### config.mk
export PLATFORM = sky130hd
export DESIGN_NAME = tps_front
export DESIGN_NICKNAME = d
export VERILOG_FILES = /design/src/hdl/assert_macros.svh /design/src/hdl/tps_pkg.sv /design/src/hdl/tps_front.sv
export SDC_FILE = /design/constraint.sdc
export NUM_CORES = 1
export LEC_CHECK = 0
export ABC_AREA = 1
export BUFFER_PORTS_ARGS = -buffer_cell sky130_fd_sc_hd__buf_2
export CAP_MARGIN = 40
export CORE_AREA = 2 2 161 163
export DETAILED_ROUTE_END_ITERATION = 6
export DIE_AREA = 0 0 163 165
export GPL_ROUTABILITY_DRIVEN = 0
export SYNTH_ARGS = -nofsm -noshare
export SYNTH_HDL_FRONTEND = slang
export SYNTH_SLANG_ARGS = --single-unit
### constraint.sdc
create_clock -name vclk -period 10.1
set_clock_uncertainty 0.2 [all_clocks]
set_input_delay 2.02 -clock vclk [all_inputs]
set_output_delay 2.02 -clock vclk [all_outputs]
set_load 0.05 [all_outputs]
### src/hdl/assert_macros.svh
// Assertion macros shared by the RTL of the profile sampler.
// No dependencies; the macros expand to nothing when SYNTHESIS is defined.
`ifndef ASSERT_MACROS_SVH
`define ASSERT_MACROS_SVH
`ifndef SYNTHESIS
`define ASSERT_AT(label, clk, rst_n, prop) \
	label: assert property (@(posedge clk) disable iff (!rst_n) prop) \
		else $error("assertion failed");
`define ASSERT_NEVER(label, clk, rst_n, cond) \
	label: assert property (@(posedge clk) disable iff (!rst_n) !(cond)) \
		else $error("forbidden condition");
`else
`define ASSERT_AT(label, clk, rst_n, prop)
`define ASSERT_NEVER(label, clk, rst_n, cond)
`endif
`endif

### src/hdl/tps_pkg.sv
// Shared types and constants of the trapezoidal profile sampler.
// No dependencies.
package tps_pkg;

	localparam int FRAC_BITS_DEF = 16;
	localparam int MID_DEPTH_DEF = 4;
	localparam int OUT_DEPTH_DEF = 4;

	localparam logic [1:0] REG_MAX_VELOCITY     = 2'd0;
	localparam logic [1:0] REG_MAX_ACCELERATION = 2'd1;
	localparam logic [1:0] REG_MOVE_DISTANCE    = 2'd2;

	typedef enum logic [2:0] {
		PH_NEG,
		PH_DONE,
		PH_ACC,
		PH_DEC,
		PH_CRU
	} phase_t;

	// profile from regs; user keeps it stable while samples are in flight
	typedef struct packed {
		logic [30:0] acc_mag;
		logic [31:0] vp;
		logic [31:0] dist_mag;
		logic        rev;
		logic [63:0] t0;
		logic [63:0] t1;
		logic [63:0] t2;
		logic [63:0] base;
	} profile_t;

	// classified sample: phase and the time operand of the multiplies
	typedef struct packed {
		phase_t      phase;
		logic [30:0] x;
	} item_t;

	typedef struct packed {
		logic [31:0] pos;
		logic [31:0] vel;
		logic [31:0] acc;
	} result_t;

	function automatic logic [31:0] apply_sign(input logic [31:0] mag, input logic neg);
		apply_sign = neg ? (~mag + 32'd1) : mag;
	endfunction

endpackage

### src/hdl/tps_front.sv
// Front end: classifies a sample time into its profile phase and forms the
// time operand for the back end. Depends on tps_pkg.
module tps_front (
	input  logic              [31:0] sample_time,
	input  tps_pkg::profile_t        prof,
	output tps_pkg::item_t           item
);
	import tps_pkg::*;

	logic [63:0] tt, rem_t, dt;

	assign tt    = {32'b0, sample_time};
	assign rem_t = prof.t2 - tt;
	assign dt    = tt - prof.t0;

	always_comb begin
		item.x = '0;
		if (sample_time[31]) begin
			item.phase = PH_NEG;
		end else if (tt > prof.t2) begin
			item.phase = PH_DONE;
		end else if (tt < prof.t0) begin
			item.phase = PH_ACC;
			item.x     = sample_time[30:0];
		end else if (tt > prof.t1) begin
			item.phase = PH_DEC;
			item.x     = rem_t[30:0];
		end else begin
			item.phase = PH_CRU;
			item.x     = dt[30:0];
		end
	end
endmodule

==> impl_metrics.yaml, run 1 <==
logic_synthesis:
  ys_seq_area_frac: 0
  syn-num-nets: 1988
  postSynthCellCount: 1476
  avgSynthCellArea_um2: 5.00
  ys_top_cells_by_area: "nand2_1, ha_1, inv_1"
  ys_warn_count: 0
  syn-cell-area_um2: 7370
  yosys.area.top_type_share: 0.249
  synth.distinct_cells: 33
  synth.largest_area_cell: "nand2_1"
cells_and_area:
  layout_commonest_cell: "nand2_1"
  fill_cells: 2948
  syn2layout_area_growth_pct: 22.3
  fin_nets: 2236
  clock_buffers: 0
  final_cell_mix: "nand2_1, inv_1, buf_2"
  seq_cells: 0
  area.sequential_um2: 0
  drive_above_1_share: 0.161
sta:
  rsz0062_at_grt: "no"
  tightest_slew_ns: 0.640
  hold_slack_ns: 4.28
  layout_worst_path_cycle_share: 0.748
  setup_viol: 0
  finalHoldViolCount: 0
  period_needed_ns: 7.56
  fmax_mhz: 132
  finalSetupTns_ns: 0
  drv_slew: 0
  max_slew_margin: 0.570
  worst_slack_ns: 2.54
setup_path:
  cp_cell_sequence: "buf_2 -> ha_1 -> nand2_1 -> nor2_1 -> nand4_1 -> nor2_1 -> nand2_1 -> nand2_1 -> nand2_1 -> buf_8 -> nor2_1 -> buf_4 -> inv_2 -> a21oi_1 -> buf_2"
  path_buf_inv: 5
  arrival_ns: 5.34
  path_max_fanout: 20
  cp_common_cell: "nand2_1"
  worst_path_largest_cell_delay_ns: 0.46
  cp_slowest_cell: "nand2_1"
  cpLargestDelayFamily: "simple AND/OR/NAND/NOR gates"
  required_ns: 7.88
  end_kind: "output pin"
  startpoint_type: "input port"
  worst-setup-path-type: "in2out"
  cp.depth: 15
floorplan:
  core_um2: 25000
  ioPinCount: 418
  die-area_um2: 26900
  start_util: 0.295
  num_rows: 58
  die-height_um: 165
  fp.dieW_um: 163
drt:
  dr.pass1.iters: 5
  drtIter0Drc: 475
  drc_errors: 0
  drt-total-wl_mm: 27.2
  m1WireLength_mm: 12.5
  antenna_left: 0
  top_layer_used: "met4"
  met2WireLength_mm: 12.2
  routed-wl-met3_mm: 1.74
  wire_per_inst_um: 13.3
  vias: 9479
  viasPerCell: 4.62
min_path:
  whs_path_depth: 3
  holdCritPathClass: "in2out"
clock_tree:
  ctsHoldBuffers: 0
  cts.repair.resized: 0
  post_cts_buffers: 0
place:
  port-buffer-count: 258
  pre_cts_ws_ns: 2.59
  hpwl_mm: 24.6
grt:
  grt_overflow: 0
  grt_max_degree: 52
  grt_pass1_vias: 8834
  antenna_found_initial: 2
  grt_use_total: 0.195
  grt_pass1_wl_mm: 42.0
pwr:
  power.total_uw: 433
  powerDensity_nw_per_um2: 48.0
  ir_drop_mv: 0.0172
  power.leakage_nw: 5.83
outcome:
  status: "finished, final reports clean"
run:
  cap_violations: 0
metrics by stage:
stage          cell area, um^2  cells   util
2_1_floorplan             7370   1476      -
3_3_place_gp              9000   2051  0.360
3_5_place_dp              9020   2052  0.360
4_1_cts                   9020   2052  0.360
5_1_grt                   9020   2052  0.360
6_report                  9020   2053  0.360
worst min-delay path: cells and delay by family:
family                 cells  cell delay (ns)
buffers and inverters      2             0.37
AO/OA/AOI/OAI              1             0.07
kinds of logic after synthesis:
kind of cell / share of synthesized area
buffers and inverters: 0.173
xor gates and xnor gates: 0.0392
AOI/OAI and AO/OA: 0.0957
and+or+nand+nor: 0.473
adders and majority gates: 0.219
final timing paths:
path	startpoint	slack [ns]	endpoint
setup / recovery	sample_time[23]	2.54	item[31]
hold / removal	sample_time[31]	4.28	item[31]
layout make-up:
cell class | count | area (um^2) | area share
multi-input combinational | 1146 | 6100 | 0.676
tap | 330 | 413 | 0.0458
timing repair buffer | 261 | 1320 | 0.147
inverter | 315 | 1180 | 0.131
antenna | 1 | 2.50 | 0.000277
metal layers:
layer,vias to the layer above,global-route usage
met2,347,0.337
met4,0,0.0539
met1,4068,0.262
met3,46,0.0118
met5,-,0
li1,5018,-
synthesized netlist by cell type:
master      n
o21ai_0    29
inv_1     311
nand2_2     4
o21a_1      3
nand3b_1   13
buf_4       5
ha_1      126
o21ai_1     4
a21o_1      4
buf_6       1
nand2_1   490
nor3_1     16
nor2_1    218
a31o_2      1
nand3_1    74
and2_1      1
xor2_1      7
nor2_2      5
a21boi_0    1
or2_2       1
a21oi_1    79
nand2_4     1
o21bai_1    8
clkbuf_1    2
xnor2_1    26
nand4_1    26
a21oi_4     1
inv_4       1
nor4_1      4
inv_2       3
and3_1      2
fa_1        2
buf_2       7
power by group:
| group | switching, mW | leakage, nW | total (mW) | internal (mW) |
|---|---|---|---|---|
| clock | 0 | 0.00000634 | 0.0000000132 | 0.0000000132 |
| sequential | 0 | 0 | 0 | 0 |
| combinational | 0.277 | 5.83 | 0.433 | 0.156 |
No activity file was read; power rests on OpenSTA's default activity.
==> run 2, diff against run 1 <==
--- a/config.mk
+++ b/config.mk
@@ -8,9 +8,9 @@
 export ABC_AREA = 1
 export BUFFER_PORTS_ARGS = -buffer_cell sky130_fd_sc_hd__buf_2
 export CAP_MARGIN = 40
-export CORE_AREA = 2 2 161 163
+export CORE_AREA = 2 2 165 167
 export DETAILED_ROUTE_END_ITERATION = 6
-export DIE_AREA = 0 0 163 165
+export DIE_AREA = 0 0 167 169
 export GPL_ROUTABILITY_DRIVEN = 0
 export SYNTH_ARGS = -nofsm -noshare
 export SYNTH_HDL_FRONTEND = slang
==> constraint.sdc (replaced) <==
create_clock -name vclk -period 6.35
set_clock_uncertainty 0.2 [all_clocks]
set_input_delay 1.27 -clock vclk [all_inputs]
set_output_delay 1.27 -clock vclk [all_outputs]
set_load 0.05 [all_outputs]
==> impl_metrics.yaml, run 2 (synthesis gave the netlist of run 1 again) <==
outcome:
  status: "finished, final reports clean"
cells_and_area:
  syn2layout_area_growth_pct: 22.7
  fill_cells: 3093
  layout_commonest_cell: "nand2_1"
  area.sequential_um2: 0
  drive_above_1_share: 0.162
  seq_cells: 0
  fin_util: 0.341
  fin_nets: 2237
  final_cell_mix: "nand2_1, inv_1, buf_2"
  clock_buffers: 0
sta:
  finalSetupTns_ns: 0
  tightest_slew_ns: 0.532
  drv_slew: 0
  setup_viol: 0
  period_needed_ns: 5.68
  finalHoldViolCount: 0
  fmax_mhz: 176
  max_slew_margin: 0.642
  rsz0062_at_grt: "no"
  layout_worst_path_cycle_share: 0.894
drt:
  drtIter0Drc: 468
  wire_per_inst_um: 13.3
  dr.pass1.iters: 5
  vias: 9531
  drc_errors: 0
  antenna_left: 0
  viasPerCell: 4.62
  drt-total-wl_mm: 27.5
pwr:
  swShare: 0.638
  internal_power_uw: 249
  ir_drop_mv: 0.0232
  seq_power_share: 0
  power_switching_uw: 438
  power.total_uw: 686
  clockPowerShare: 0
  power.leakage_nw: 5.83
  powerDensity_nw_per_um2: 75.9
  comb_power_share: 1.000
floorplan:
  start_util: 0.278
  fp.dieW_um: 167
  ioPinCount: 418
  die-area_um2: 28200
  die-height_um: 169
  core_um2: 26500
  num_rows: 60
setup_path:
  path_max_fanout: 20
  arrival_ns: 4.21
  startpoint_type: "input port"
  end_kind: "output pin"
  required_ns: 4.88
  worst-setup-path-type: "in2out"
grt:
  grt_overflow: 0
  antenna_found_initial: 2
  grt_use_total: 0.185
  grt_pass1_wl_mm: 42.7
  grt_pass1_vias: 8872
  grt_max_degree: 71
min_path:
  holdCritPathClass: "in2out"
place:
  port-buffer-count: 258
  hpwl_mm: 24.8
clock_tree:
  post_cts_buffers: 0
  cts.repair.resized: 0
  ctsHoldBuffers: 0
run:
  cap_violations: 0
## run 2: power groups by stage
stage	combinational, mW	sequential (mW)	clock (mW)
6_report	0.686	0	0.00000000166
5_1_grt	0.777	0	0
4_1_cts	0.684	0	0
3_5_place_dp	0.680	0	0
3_3_place_gp	0.675	0	0
2_1_floorplan	0.458	0	0
## run 2: final timing paths
| check | startpoint | end | slack, ns | cells past startpoint |
|---|---|---|---|---|
| worst min-delay path | sample_time[31] | item[31] | 2.77 | 3 |
| worst max-delay path | sample_time[23] | item[31] | 0.67 | 15 |
## run 2: routing by layer
layer  global-route usage  routed length (um)  up-vias  share of wire
met4               0.0506                 816        4          0.030
met2                0.323               12400      299           0.45
li1                     -                   -     5020              -
met1                0.246               12600     4160           0.46
met3               0.0126                1650       48          0.060
met5                    0                  27        -        0.00098
## run 2: stage by stage
stage	cells	area, um^2	setup slack, ns	hold slack [ns]
CTS	2064	9040	0.698	2.77
detailed placement	2064	9040	0.705	2.77
finish	2065	9040	0.674	2.77
global placement	2064	9040	0.728	2.78
floorplan	1476	7370	1.15	2.51
global route	2064	9040	0.428	2.79
## run 2: final cells by class
| class | count | area (um^2) | area share |
|---|---|---|---|
| Timing Repair Buffer | 262 | 1330 | 0.147 |
| Antenna cell | 1 | 2.50 | 0.000277 |
| Tap cell | 341 | 427 | 0.0472 |
| Inverter | 315 | 1180 | 0.131 |
| Multi-Input combinational cell | 1146 | 6100 | 0.674 |
## run 2: worst max-delay path: stages
cell     delay, ns
buf_2         0.16
ha_1          0.31
nand2_1       0.07
nor2_1        0.26
nand4_1       0.19
nor2_1        0.27
nand2_1       0.10
nand2_1       0.32
nand2_1       0.12
buf_4         0.23
nor2_1        0.10
buf_4         0.25
inv_2         0.09
a21oi_1       0.16
buf_2         0.29
