<file path="src/hdl/assert_macros.svh">
// Assertion macros shared by the RTL of the profile sampler.
// No dependencies; the macros expand to nothing when SYNTHESIS is defined.
`ifndef ASSERT_MACROS_SVH
`define ASSERT_MACROS_SVH
`ifndef SYNTHESIS
`define ASSERT_AT(label, clk, rst_n, prop) \
	label: assert property (@(posedge clk) disable iff (!rst_n) prop) \
		else $error("assertion failed");
`define ASSERT_NEVER(label, clk, rst_n, cond) \
	label: assert property (@(posedge clk) disable iff (!rst_n) !(cond)) \
		else $error("forbidden condition");
`else
`define ASSERT_AT(label, clk, rst_n, prop)
`define ASSERT_NEVER(label, clk, rst_n, cond)
`endif
`endif

</file>
<file path="src/hdl/tps_fifo.sv">
// Small register FIFO used as the queue between front and back and as the
// result queue. Depends on nothing.
module tps_fifo #(
	parameter int W     = 8,
	parameter int DEPTH = 4
) (
	input  logic                       clk,
	input  logic                       arst_n,
	input  logic                       push,
	input  logic [W-1:0]               wdata,
	input  logic                       pop,
	output logic [W-1:0]               rdata,
	output logic [$clog2(DEPTH+1)-1:0] count,
	output logic                       empty,
	output logic                       full
);
	localparam int AW = (DEPTH > 1) ? $clog2(DEPTH) : 1;
	localparam int CW = $clog2(DEPTH + 1);

	logic [W-1:0]  mem_q [DEPTH];
	logic [AW-1:0] wr_ptr_q, rd_ptr_q;
	logic [CW-1:0] count_q;
	logic          do_push, do_pop;

	assign empty   = (count_q == '0);
	assign full    = (count_q == CW'(DEPTH));
	assign count   = count_q;
	assign rdata   = mem_q[rd_ptr_q];
	assign do_push = push && !full;
	assign do_pop  = pop && !empty;

	function automatic logic [AW-1:0] next_ptr(input logic [AW-1:0] p);
		next_ptr = (p == AW'(DEPTH - 1)) ? '0 : p + 1'b1;
	endfunction

	always_ff @(posedge clk) begin
		if (do_push) begin
			mem_q[wr_ptr_q] <= wdata;
		end
	end

	always_ff @(posedge clk or negedge arst_n) begin
		if (!arst_n) begin
			wr_ptr_q <= '0;
			rd_ptr_q <= '0;
			count_q  <= '0;
		end else begin
			if (do_push) begin
				wr_ptr_q <= next_ptr(wr_ptr_q);
			end
			if (do_pop) begin
				rd_ptr_q <= next_ptr(rd_ptr_q);
			end
			if (do_push && !do_pop) begin
				count_q <= count_q + 1'b1;
			end else if (do_pop && !do_push) begin
				count_q <= count_q - 1'b1;
			end
		end
	end
endmodule

</file>
<file path="config.mk">
export PLATFORM = sky130hd
export DESIGN_NAME = tps_fifo
export DESIGN_NICKNAME = d
export VERILOG_FILES = /design/src/hdl/assert_macros.svh /design/src/hdl/tps_fifo.sv
export SDC_FILE = /design/constraint.sdc
export NUM_CORES = 1
export LEC_CHECK = 0
export ABC_AREA = 1
export BUFFER_PORTS_ARGS = -buffer_cell sky130_fd_sc_hd__buf_2
export CORE_MARGIN = 1
export CORE_UTILIZATION = 56
export DETAILED_ROUTE_END_ITERATION = 8
export PLACE_DENSITY = 0.82
export SYNTH_ARGS = -nofsm -noshare
export SYNTH_HDL_FRONTEND = slang
export SYNTH_SLANG_ARGS = --single-unit
</file>
<file path="constraint.sdc">
create_clock -name clk -period 2 [get_ports clk]
set_input_delay 0.1 -clock clk [delete_from_list [all_inputs] [get_ports clk]]
set_output_delay 0.1 -clock clk [all_outputs]
set_load 0.02 [all_outputs]
</file>
==> results of run 1 <==
-- metal layers --
metal  vias up  track usage, %
met1       546            23.9
met3         5            7.59
li1        595               -
met4         0            7.82
met2        29            38.9
met5         -               0
-- metrics by stage --
stage	instance area [um^2]	total power [mW]	setup WS, ns	setup TNS, ns
4_1_cts	2060	2.91	0.101	0
2_1_floorplan	1760	2.17	0.182	0
3_5_place_dp	1910	2.51	0.130	0
3_3_place_gp	1910	2.41	0.241	0
5_1_grt	2090	3.13	-0.0152	-0.0152
6_report	2090	2.91	0.116	0
-- flip-flops by register name (all words and copies together), names as in the netlist --
register,cells
wr_ptr_q,2
count,3
rd_ptr_q,2
mem_q,32
-- synthesized netlist by cell type --
cell	n	share of area [%]
inv_2	1	0.21
buf_6	5	3.2
dfrtp_1	7	10
nor2_1	6	1.3
xnor2_1	1	0.50
o211ai_2	1	0.71
nand2_1	38	8.1
nand3_1	7	2.0
o211ai_1	15	6.4
fa_1	1	1.1
ha_1	6	4.3
inv_1	31	6.6
nand2_2	1	0.36
edfxtp_1	32	55
o21ai_0	1	0.28
nand4_1	1	0.36
-- repair_timing --
action | 4_1_cts | 5_1_grt
buffers inserted | 0 | 2
hold buffers | 9 | 0
gates resized for setup | 0 | 4
hold endpoints to repair | 39 | 0
endpoints found under the setup margin | 0 | 2
-- where the power goes --
group | total [mW] | switching, mW | internal [mW]
combinational | 1.31 | 0.848 | 0.464
clock | 0.380 | 0.244 | 0.136
sequential | 1.22 | 0.129 | 1.09
-- cells by family after synthesis --
group	Yosys count	share of synthesized area, %
flip-flops	39	64.6
AND/OR/NAND/NOR	53	12.1
AO/OA/AOI/OAI	17	7.40
buffers and inverters	37	10.0
XOR/XNOR	1	0.498
adder cells (fa/ha/maj)	7	5.41
-- final timing paths --
kind                           from     endpoint  slack (ns)  cells after the start
hold / removal                  pop  rd_ptr_q[1]        0.04                      3
hold reg to reg            count[0]     count[0]        0.55                      1
min in group asynchronous    arst_n  wr_ptr_q[0]        0.13                      2
max in group asynchronous    arst_n     count[0]        1.70                      2
setup / recovery           count[1]     count[1]        0.12                      9
setup reg to reg           count[1]     count[1]        0.12                      9
-- area by class of cell --
cell class | count | area [um^2] | area share [%]
clock buffer | 6 | 41.3 | 1.98
clock inverter | 2 | 12.5 | 0.600
inverter | 32 | 120 | 5.76
multi-input combinational | 78 | 459 | 22.0
sequential | 39 | 1140 | 54.5
tap | 42 | 52.6 | 2.52
timing repair buffer | 40 | 263 | 12.6
-- worst reg2reg max path, delay by kind of cell (launching register included) --
kind	cells	cell delay, ns
compound gates	1	0.08
fa+ha+maj	2	0.63
buf+inv	3	0.30
flops	1	0.43
simple gates	3	0.34
==> out/metrics.yaml, run 1 <==
grt-ovfl-total: 0
max_clock_freq_mhz: 531
stdcell_count: 239
maxCapViolCount: 0
clock_latency_ns: 0.33
post-route-min-period_ns: 1.88
initial_core_util_pct: 61.2
syn_avg_cell_area_um2: 11.4
slowest_delay_ns: 0.43
worstPathArrival_ns: 2.11
dp_cells: 220
wl_per_cell_um: 13.6
numCtsBuffers: 5
finalMaxSlewViolations: 0
drc: 2
routed_wl_mm: 3.26
hpwl_mm: 2.24
yosysWarnings: 0
routabilityCongestion: 0.888
antenna_found_initial: 0
skew_ns: 0.00345
die_width_um: 58.1
crit_required_ns: 2.22
synth_area_um2: 1760
die-area_um2: 3370
antenna_cells: 0
end_kind: "flop"
cp.buffers_inverters: 3
post-route-period-util_pct: 94.2
num_rows: 19
grt_pass1_vias: 1205
tightest_slew_ns: 0.407
ys_seq_area_share_pct: 64.6
final_core_util_pct: 72.5
grt_max_degree: 36
startpoint_type: "flop"
ys_seq_elements: 39
mostFrequentLayoutCells: "nand2_1, edfxtp_1, inv_1"
cts.clk_slew.worst_paths_ns: 0.11
area_delta_synth_final_pct: 18.6
cts_tree: "done"
root_buffer: "clkbuf_4"
setup_viol: 0
fill_cells: 209
worstPathCellList: "inv_1 -> nand3_2 -> nand2_2 -> inv_1 -> ha_1 -> inv_1 -> fa_1 -> nand2_1 -> o21ai_0"
drt_iter0_markers: 39
leakage_nw: 0.946
io_pins: 25
cp_top_family: "adder cells"
grt_pass1_wl_mm: 5.15
crit_slowest_cell: "dfrtp_1"
fp.coreArea_um2: 2880
max-vdd-ir-drop_v: 0.000864
crit_type: "flop to flop"
via_per_inst: 4.92
syn_inst: 154
syn_nets: 173
hold_viol: 0
htreeDepth: 2
dr.pass1.iters: 6
relSlewSlack_pct: 72.9
violations: "DRC"
met3_wirelength_um: 150
hold_path_class: "input port to flop"
nNetsFinal: 215
routed-wl-met2_mm: 1.75
power.density_nw_per_um2: 1400
crit_top_cell: "inv_1"
io_buffers: 24
die-height_um: 58.1
path_max_fanout: 6
met1_length_mm: 1.32
vias: 1175
synthDistinctLibCells: 16
top_layer: "met4"
cts.sink_count: 39
status: "finished with violations"
gr-usage-all-layers_pct: 21.8
layout_commonest_cell: "nand2_1"
whs_ns: 0.0399
ant_nets: 0
ctsLongestPathBuffers: 2
drive_above_1_share_pct: 22.8
No activity file was read; power rests on OpenSTA's default activity.
==> run 2, diff against run 1 <==
Settings changed: BUFFER_PORTS_ARGS -buffer_cell sky130_fd_sc_hd__buf_2 to unset, CORE_UTILIZATION 56 to 55, DONT_BUFFER_PORTS set to 1, PLACE_DENSITY 0.82 to 0.77, SETUP_SLACK_MARGIN set to 0.1.
Clock period 2 ns to 1.6 ns, I/O delays scaled along.
==> run 2 against run 1 <==
Effect of this change: the run ends with setup timing left; via count decreased by 2.6%; final cell count is 4.6% lower; die area grew 1.7%; worst setup slack lost 0.16 ns; global-route usage about the same; fmax is 15% higher; clock power increased by 77%; critical endpoint unchanged; largest power group unchanged.
==> out/metrics.yaml, run 2 (same netlist as run 1, synthesis figures left out) <==
dr.pass1.iters: 4  # -2
power.share.sequential_pct: 38.5  # -3.4 points
design_power_total_mw: 3.96  # +36%
status: "finished with violations"
drt_iter0_markers: 29  # -26%
largest_reg_flops: 32  # unchanged
cts.clk_slew.worst_paths_ns: 0.13  # +0.02 ns
finalMaxSlewViolations: 0  # unchanged
layout_commonest_cell: "nand2_1"
hold_viol: 0  # unchanged
slowest_delay_ns: 0.52  # +0.09 ns
leakage_nw: 0.916  # -3.1%
path_max_fanout: 3  # -3
wl_per_cell_um: 14.7  # +7.9%
io_buffers: 0  # -100%
hold_path_class: "input port to flop"
startpoint_type: "flop"
antenna_cells: 0  # unchanged
routabilityCongestion: 0.888  # about the same
hpwl_mm: 2.08  # -6.9%
power.density_nw_per_um2: 1850  # +32%
rsz0062_at_grt: "yes"
p_sw_share_pct: 41.5  # -0.42 points
max_clock_freq_mhz: 608  # +15%
p_int_mw: 2.31  # +37%
fp.coreArea_um2: 3050  # +6.1%
num_rows: 20  # +1
max-vdd-ir-drop_v: 0.00127  # +47%
cts_tree: "done"
worst_r2r_path_depth: 8  # -1
die_width_um: 58.6  # +0.87%
numCtsBuffers: 5  # unchanged
switchingPower_mw: 1.64  # +34%
crit_type: "flop to flop"
cts.sink_count: 39  # unchanged
maxCapViolCount: 0  # unchanged
initial_core_util_pct: 57.6  # -3.5 points
worstHoldPathCells: 4  # +1
fin_area_um2: 2140  # +2.7%
crit_slowest_cell: "fa_2"
drive_above_1_share_pct: 24.5  # +1.6 points
crit_required_ns: 1.88  # -0.34 ns
top_register: "mem_q"
worstHoldStart: "push"
relSlewSlack_pct: 76.3  # +3.4 points
skew_ns: 0.0227  # +0.0192 ns
grt_pass1_wl_mm: 5.08  # -1.5%
gr-usage-all-layers_pct: 21.8  # +0.039 points
power.share.clock_pct: 17.0  # +4.0 points
htreeDepth: 2  # unchanged
crit_start: "count[2]"
io_pins: 25  # unchanged
setup_viol: 2  # +2
grt_pass1_vias: 1159  # -3.8%
end_kind: "flop"
die-height_um: 58.6  # +0.87%
area_delta_synth_final_pct: 21.8
drc: 0  # -2
rr_startpoint: "count[2]"
nNetsFinal: 202  # -6.0%
setup_slack_ns: -0.0441  # -0.160 ns
ctsLongestPathBuffers: 2  # unchanged
via_per_inst: 5.02  # +2.1%
grt_max_degree: 20  # -44%
clock_latency_ns: 0.36  # +0.03 ns
worstPathArrival_ns: 1.93  # -0.18 ns
ant_nets: 0  # unchanged
post-route-period-util_pct: 103  # +8.5 points
violations: "setup timing"
grt-ovfl-total: 0  # unchanged
mostFrequentLayoutCells: "nand2_1, edfxtp_1, inv_1"
postPlaceCellArea_um2: 1890  # -1.1%
tightest_slew_ns: 0.355  # -0.0525 ns
post-route-min-period_ns: 1.64  # -0.240 ns
die-area_um2: 3430  # +1.7%
antenna_found_initial: 0  # unchanged
vias: 1145  # -2.6%
pwr-share-comb_pct: 44.5  # -0.6 points
routed_wl_mm: 3.35  # +2.9%
root_buffer: "clkbuf_4"
worstPathCellList: "inv_2 -> nand3_4 -> nand2_4 -> ha_4 -> inv_4 -> fa_2 -> nand2_1 -> o21ai_1"
final_core_util_pct: 70.2  # -2.3 points
## run 2: power by group through the flow
| stage | Sequential (mW) | Clock (mW) | Combinational (mW) |
|---|---|---|---|
| 2_1_floorplan | 1.56 | 0 | 1.24 |
| 3_3_place_gp | 1.52 | 0 | 1.52 |
| 3_5_place_dp | 1.53 | 0 | 1.60 |
| 4_1_cts | 1.51 | 0.672 | 1.69 |
| 5_1_grt | 1.54 | 0.725 | 1.94 |
| 6_report | 1.52 | 0.673 | 1.76 |
## run 2: worst paths after layout
path / slack [ns] / endpoint
max: -0.04 / count[1]
min: 0.02 / count[0]
max reg2reg: -0.04 / count[1]
min reg2reg: 0.56 / wr_ptr_q[1]
max in group asynchronous: 1.25 / rd_ptr_q[1]
min in group asynchronous: 0.04 / count[0]
## run 2: layout make-up
| type | instances | area [um^2] |
|---|---|---|
| Multi-Input combinational cell | 78 | 509 |
| Timing Repair Buffer | 27 | 230 |
| Clock buffer | 5 | 37.5 |
| Tap cell | 44 | 55.1 |
| Clock inverter | 3 | 43.8 |
| Fill cell | 212 | 911 |
| Inverter | 32 | 125 |
| Sequential cell | 39 | 1140 |
## run 2: critical path: cells and delay by family, from the launching register on
family | cells | cell delay (ns)
buffers and inverters | 2 | 0.13
DFF | 1 | 0.47
AOI/OAI and AO/OA | 1 | 0.10
adders and majority gates | 2 | 0.66
and+or+nand+nor | 3 | 0.21
## run 2: through the flow
step | setup TNS (ns) | worst slack, ns | hold slack [ns] | cells
4_1_cts | 0 | 0.00859 | -0.126 | 226
5_1_grt | -0.216 | -0.112 | 0.0164 | 228
3_3_place_gp | 0 | 0.0305 | -0.215 | 205
3_5_place_dp | -0.0244 | -0.0234 | -0.215 | 205
6_report | -0.0860 | -0.0441 | 0.0219 | 228
2_1_floorplan | -0.0599 | -0.0342 | -0.216 | 154
## run 2: layer usage
| metal | GRT usage (%) | part of all wire, % |
|---|---|---|
| met1 | 21.4 | 39 |
| met2 | 41.5 | 55 |
| met3 | 7.03 | 3.1 |
| met4 | 9.52 | 2.1 |
| met5 | 0 | 0 |
## run 2: timing repair
item                                    4_1_cts  5_1_grt
resized for setup                             4        6
pin swaps                                     2        7
hold buffers                                 10        1
endpoints found under the hold margin        44        3
endpoints found under the setup margin       10       10
buffers inserted                              3        1
==> run 3, diff against run 2 <==
Settings changed: MAX_ROUTING_LAYER set to met4.
==> run 3 against run 2 <==
Effect of this change: the flow still finishes with violations (setup timing); flip-flop and latch count stayed put; critical endpoint unchanged; wire length about the same; worst setup slack hardly changed; global-route usage grew 0.38 points; final area unchanged; via count increased by 1.5%; critical path depth did not move; clock skew fell by 0.00054 ns; clock power barely moved; total power hardly changed; die area unchanged; count of clock-buffer cells in the layout is the same.
==> out/metrics.yaml, run 3 (same netlist as run 1, synthesis figures left out) <==
status: "finished with violations"
violations: "setup timing"
io_buffers: 0  # unchanged
cts.sink_count: 39  # unchanged
rsz0062_at_grt: "yes"
post-route-period-util_pct: 103  # about the same
hold_path_class: "input port to flop"
gr-usage-all-layers_pct: 22.2  # +0.38 points
antenna_cells: 0  # unchanged
vias: 1162  # +1.5%
worst_r2r_path_depth: 8  # unchanged
ant_nets: 0  # unchanged
drc: 0  # unchanged
clock_latency_ns: 0.35  # about the same
die-height_um: 58.6  # unchanged
cts.clk_slew.worst_paths_ns: 0.13  # about the same
maxCapViolCount: 0  # unchanged
max_clock_freq_mhz: 608  # about the same
worstPathCellList: "inv_2 -> nand3_4 -> nand2_4 -> ha_4 -> inv_4 -> fa_2 -> nand2_1 -> o21ai_1"
pre_cts_ws_ns: -0.0234  # unchanged
grt_max_degree: 20  # unchanged
cts_tree: "done"
fp.coreArea_um2: 3050  # unchanged
grt_pass1_vias: 1168  # +0.78%
num_rows: 20  # unchanged
die_width_um: 58.6  # unchanged
crit_type: "flop to flop"
drive_above_1_share_pct: 24.5  # unchanged
worstHoldPathCells: 4  # unchanged
whs_ns: 0.0249  # +0.00297 ns
cp_top_family: "adder cells"
die-area_um2: 3430  # unchanged
crit_slowest_cell: "fa_2"
area_delta_synth_final_pct: 21.8  # unchanged
top_register: "mem_q"
hold_path_end: "count[0]"
layout_commonest_cell: "nand2_1"
antenna_found_initial: 0  # unchanged
wl_per_cell_um: 14.7  # about the same
crit_required_ns: 1.88  # about the same
nNetsFinal: 202  # unchanged
via_per_inst: 5.10  # +1.5%
tightest_slew_ns: 0.355  # +0.000379 ns
post-route-min-period_ns: 1.64  # -0.000137 ns
max-vdd-ir-drop_v: 0.00127  # about the same
numCtsBuffers: 5  # unchanged
routabilityCongestion: 0.903  # +1.7%
initial_core_util_pct: 57.6  # unchanged
root_buffer: "clkbuf_4"
leakage_nw: 0.916  # unchanged
grt-ovfl-total: 0  # unchanged
hpwl_mm: 2.08  # unchanged
largest_reg_flops: 32  # unchanged
cp.buffers_inverters: 2  # unchanged
r2r_end: "count[1]"
relSlewSlack_pct: 76.3  # about the same
final_core_util_pct: 70.2  # unchanged
worstPathArrival_ns: 1.93  # about the same
power.density_nw_per_um2: 1850  # about the same
rr_startpoint: "count[2]"
hold_viol: 0  # unchanged
end_kind: "flop"
io_pins: 25  # unchanged
htreeDepth: 2  # unchanged
ctsLongestPathBuffers: 2  # unchanged
regToRegSetupSlack_ns: -0.04  # about the same
finalMaxSlewViolations: 0  # unchanged
routed_wl_mm: 3.35  # about the same
startpoint_type: "flop"
dr.pass1.iters: 4  # unchanged
mostFrequentLayoutCells: "nand2_1, edfxtp_1, inv_1"
skew_ns: 0.0221  # -0.000539 ns
setup_viol: 2  # unchanged
grt_pass1_wl_mm: 5.04  # -0.81%
drt_iter0_markers: 43  # +48%
setup_slack_ns: -0.0439  # +0.000137 ns
slowest_delay_ns: 0.52  # about the same
crit_start: "count[2]"
worstHoldStart: "push"
path_max_fanout: 3  # unchanged
-- run 3: repair_timing --
action                                  in CTS  in global routing
gates cloned                                 0                  0
gates resized for setup                      4                  6
endpoints found under the hold margin       44                  3
pin swaps                                    2                  7
buffers inserted                             3                  1
endpoints found under the setup margin      10                 10
hold buffers                                10                  1
-- run 3: worst max-delay path by stage --
stage	to	slack (ns)	cells after the start
floorplan	count[1]	-0.03	9
global placement	count[2]	0.03	10
detailed placement	count[2]	-0.02	10
CTS	count[2]	0.009	10
global route	count[2]	-0.11	10
finish	count[1]	-0.04	8
-- run 3: stage by stage --
step / area (um^2) / cells / power (mW) / setup TNS (ns)
after floorplan: 1800 / 154 / 2.80 / -0.0599
after global placement: 1890 / 205 / 3.03 / 0
after detailed placement: 1890 / 205 / 3.13 / -0.0244
after CTS: 2110 / 226 / 3.88 / 0
after global routing: 2140 / 228 / 4.20 / -0.216
final: 2140 / 228 / 3.95 / -0.0864
-- run 3: worst reg2reg max path: cells and delay by family, from the launching register on --
kind / cells / cell delay (ns)
fa+ha+maj: 2 / 0.66
flops: 1 / 0.47
buf+inv: 2 / 0.13
compound gates: 1 / 0.10
simple gates: 3 / 0.21
-- run 3: layout make-up --
class	instances	area, um^2
clock buffers	5	37.5
clock inverters	3	43.8
fillers	212	911
inverters	32	125
multi-input cells	78	509
flip-flops and latches	39	1140
well taps	44	55.1
repair buffers	27	230
-- run 3: power by group --
part	switching [mW]	total (mW)	internal, mW
logic	1.15	1.76	0.614
registers	0.151	1.52	1.37
clock network	0.342	0.671	0.329
total	1.64	3.95	2.31
-- run 3: routing by layer --
metal / up-vias / global-route usage (%) / share of wire (%)
li1: 564 / - / -
met1: 566 / 20.9 / 39
met2: 23 / 41.5 / 56
met3: 9 / 5.05 / 2.5
met4: 0 / 11.6 / 2.3
met5: - / - / 0
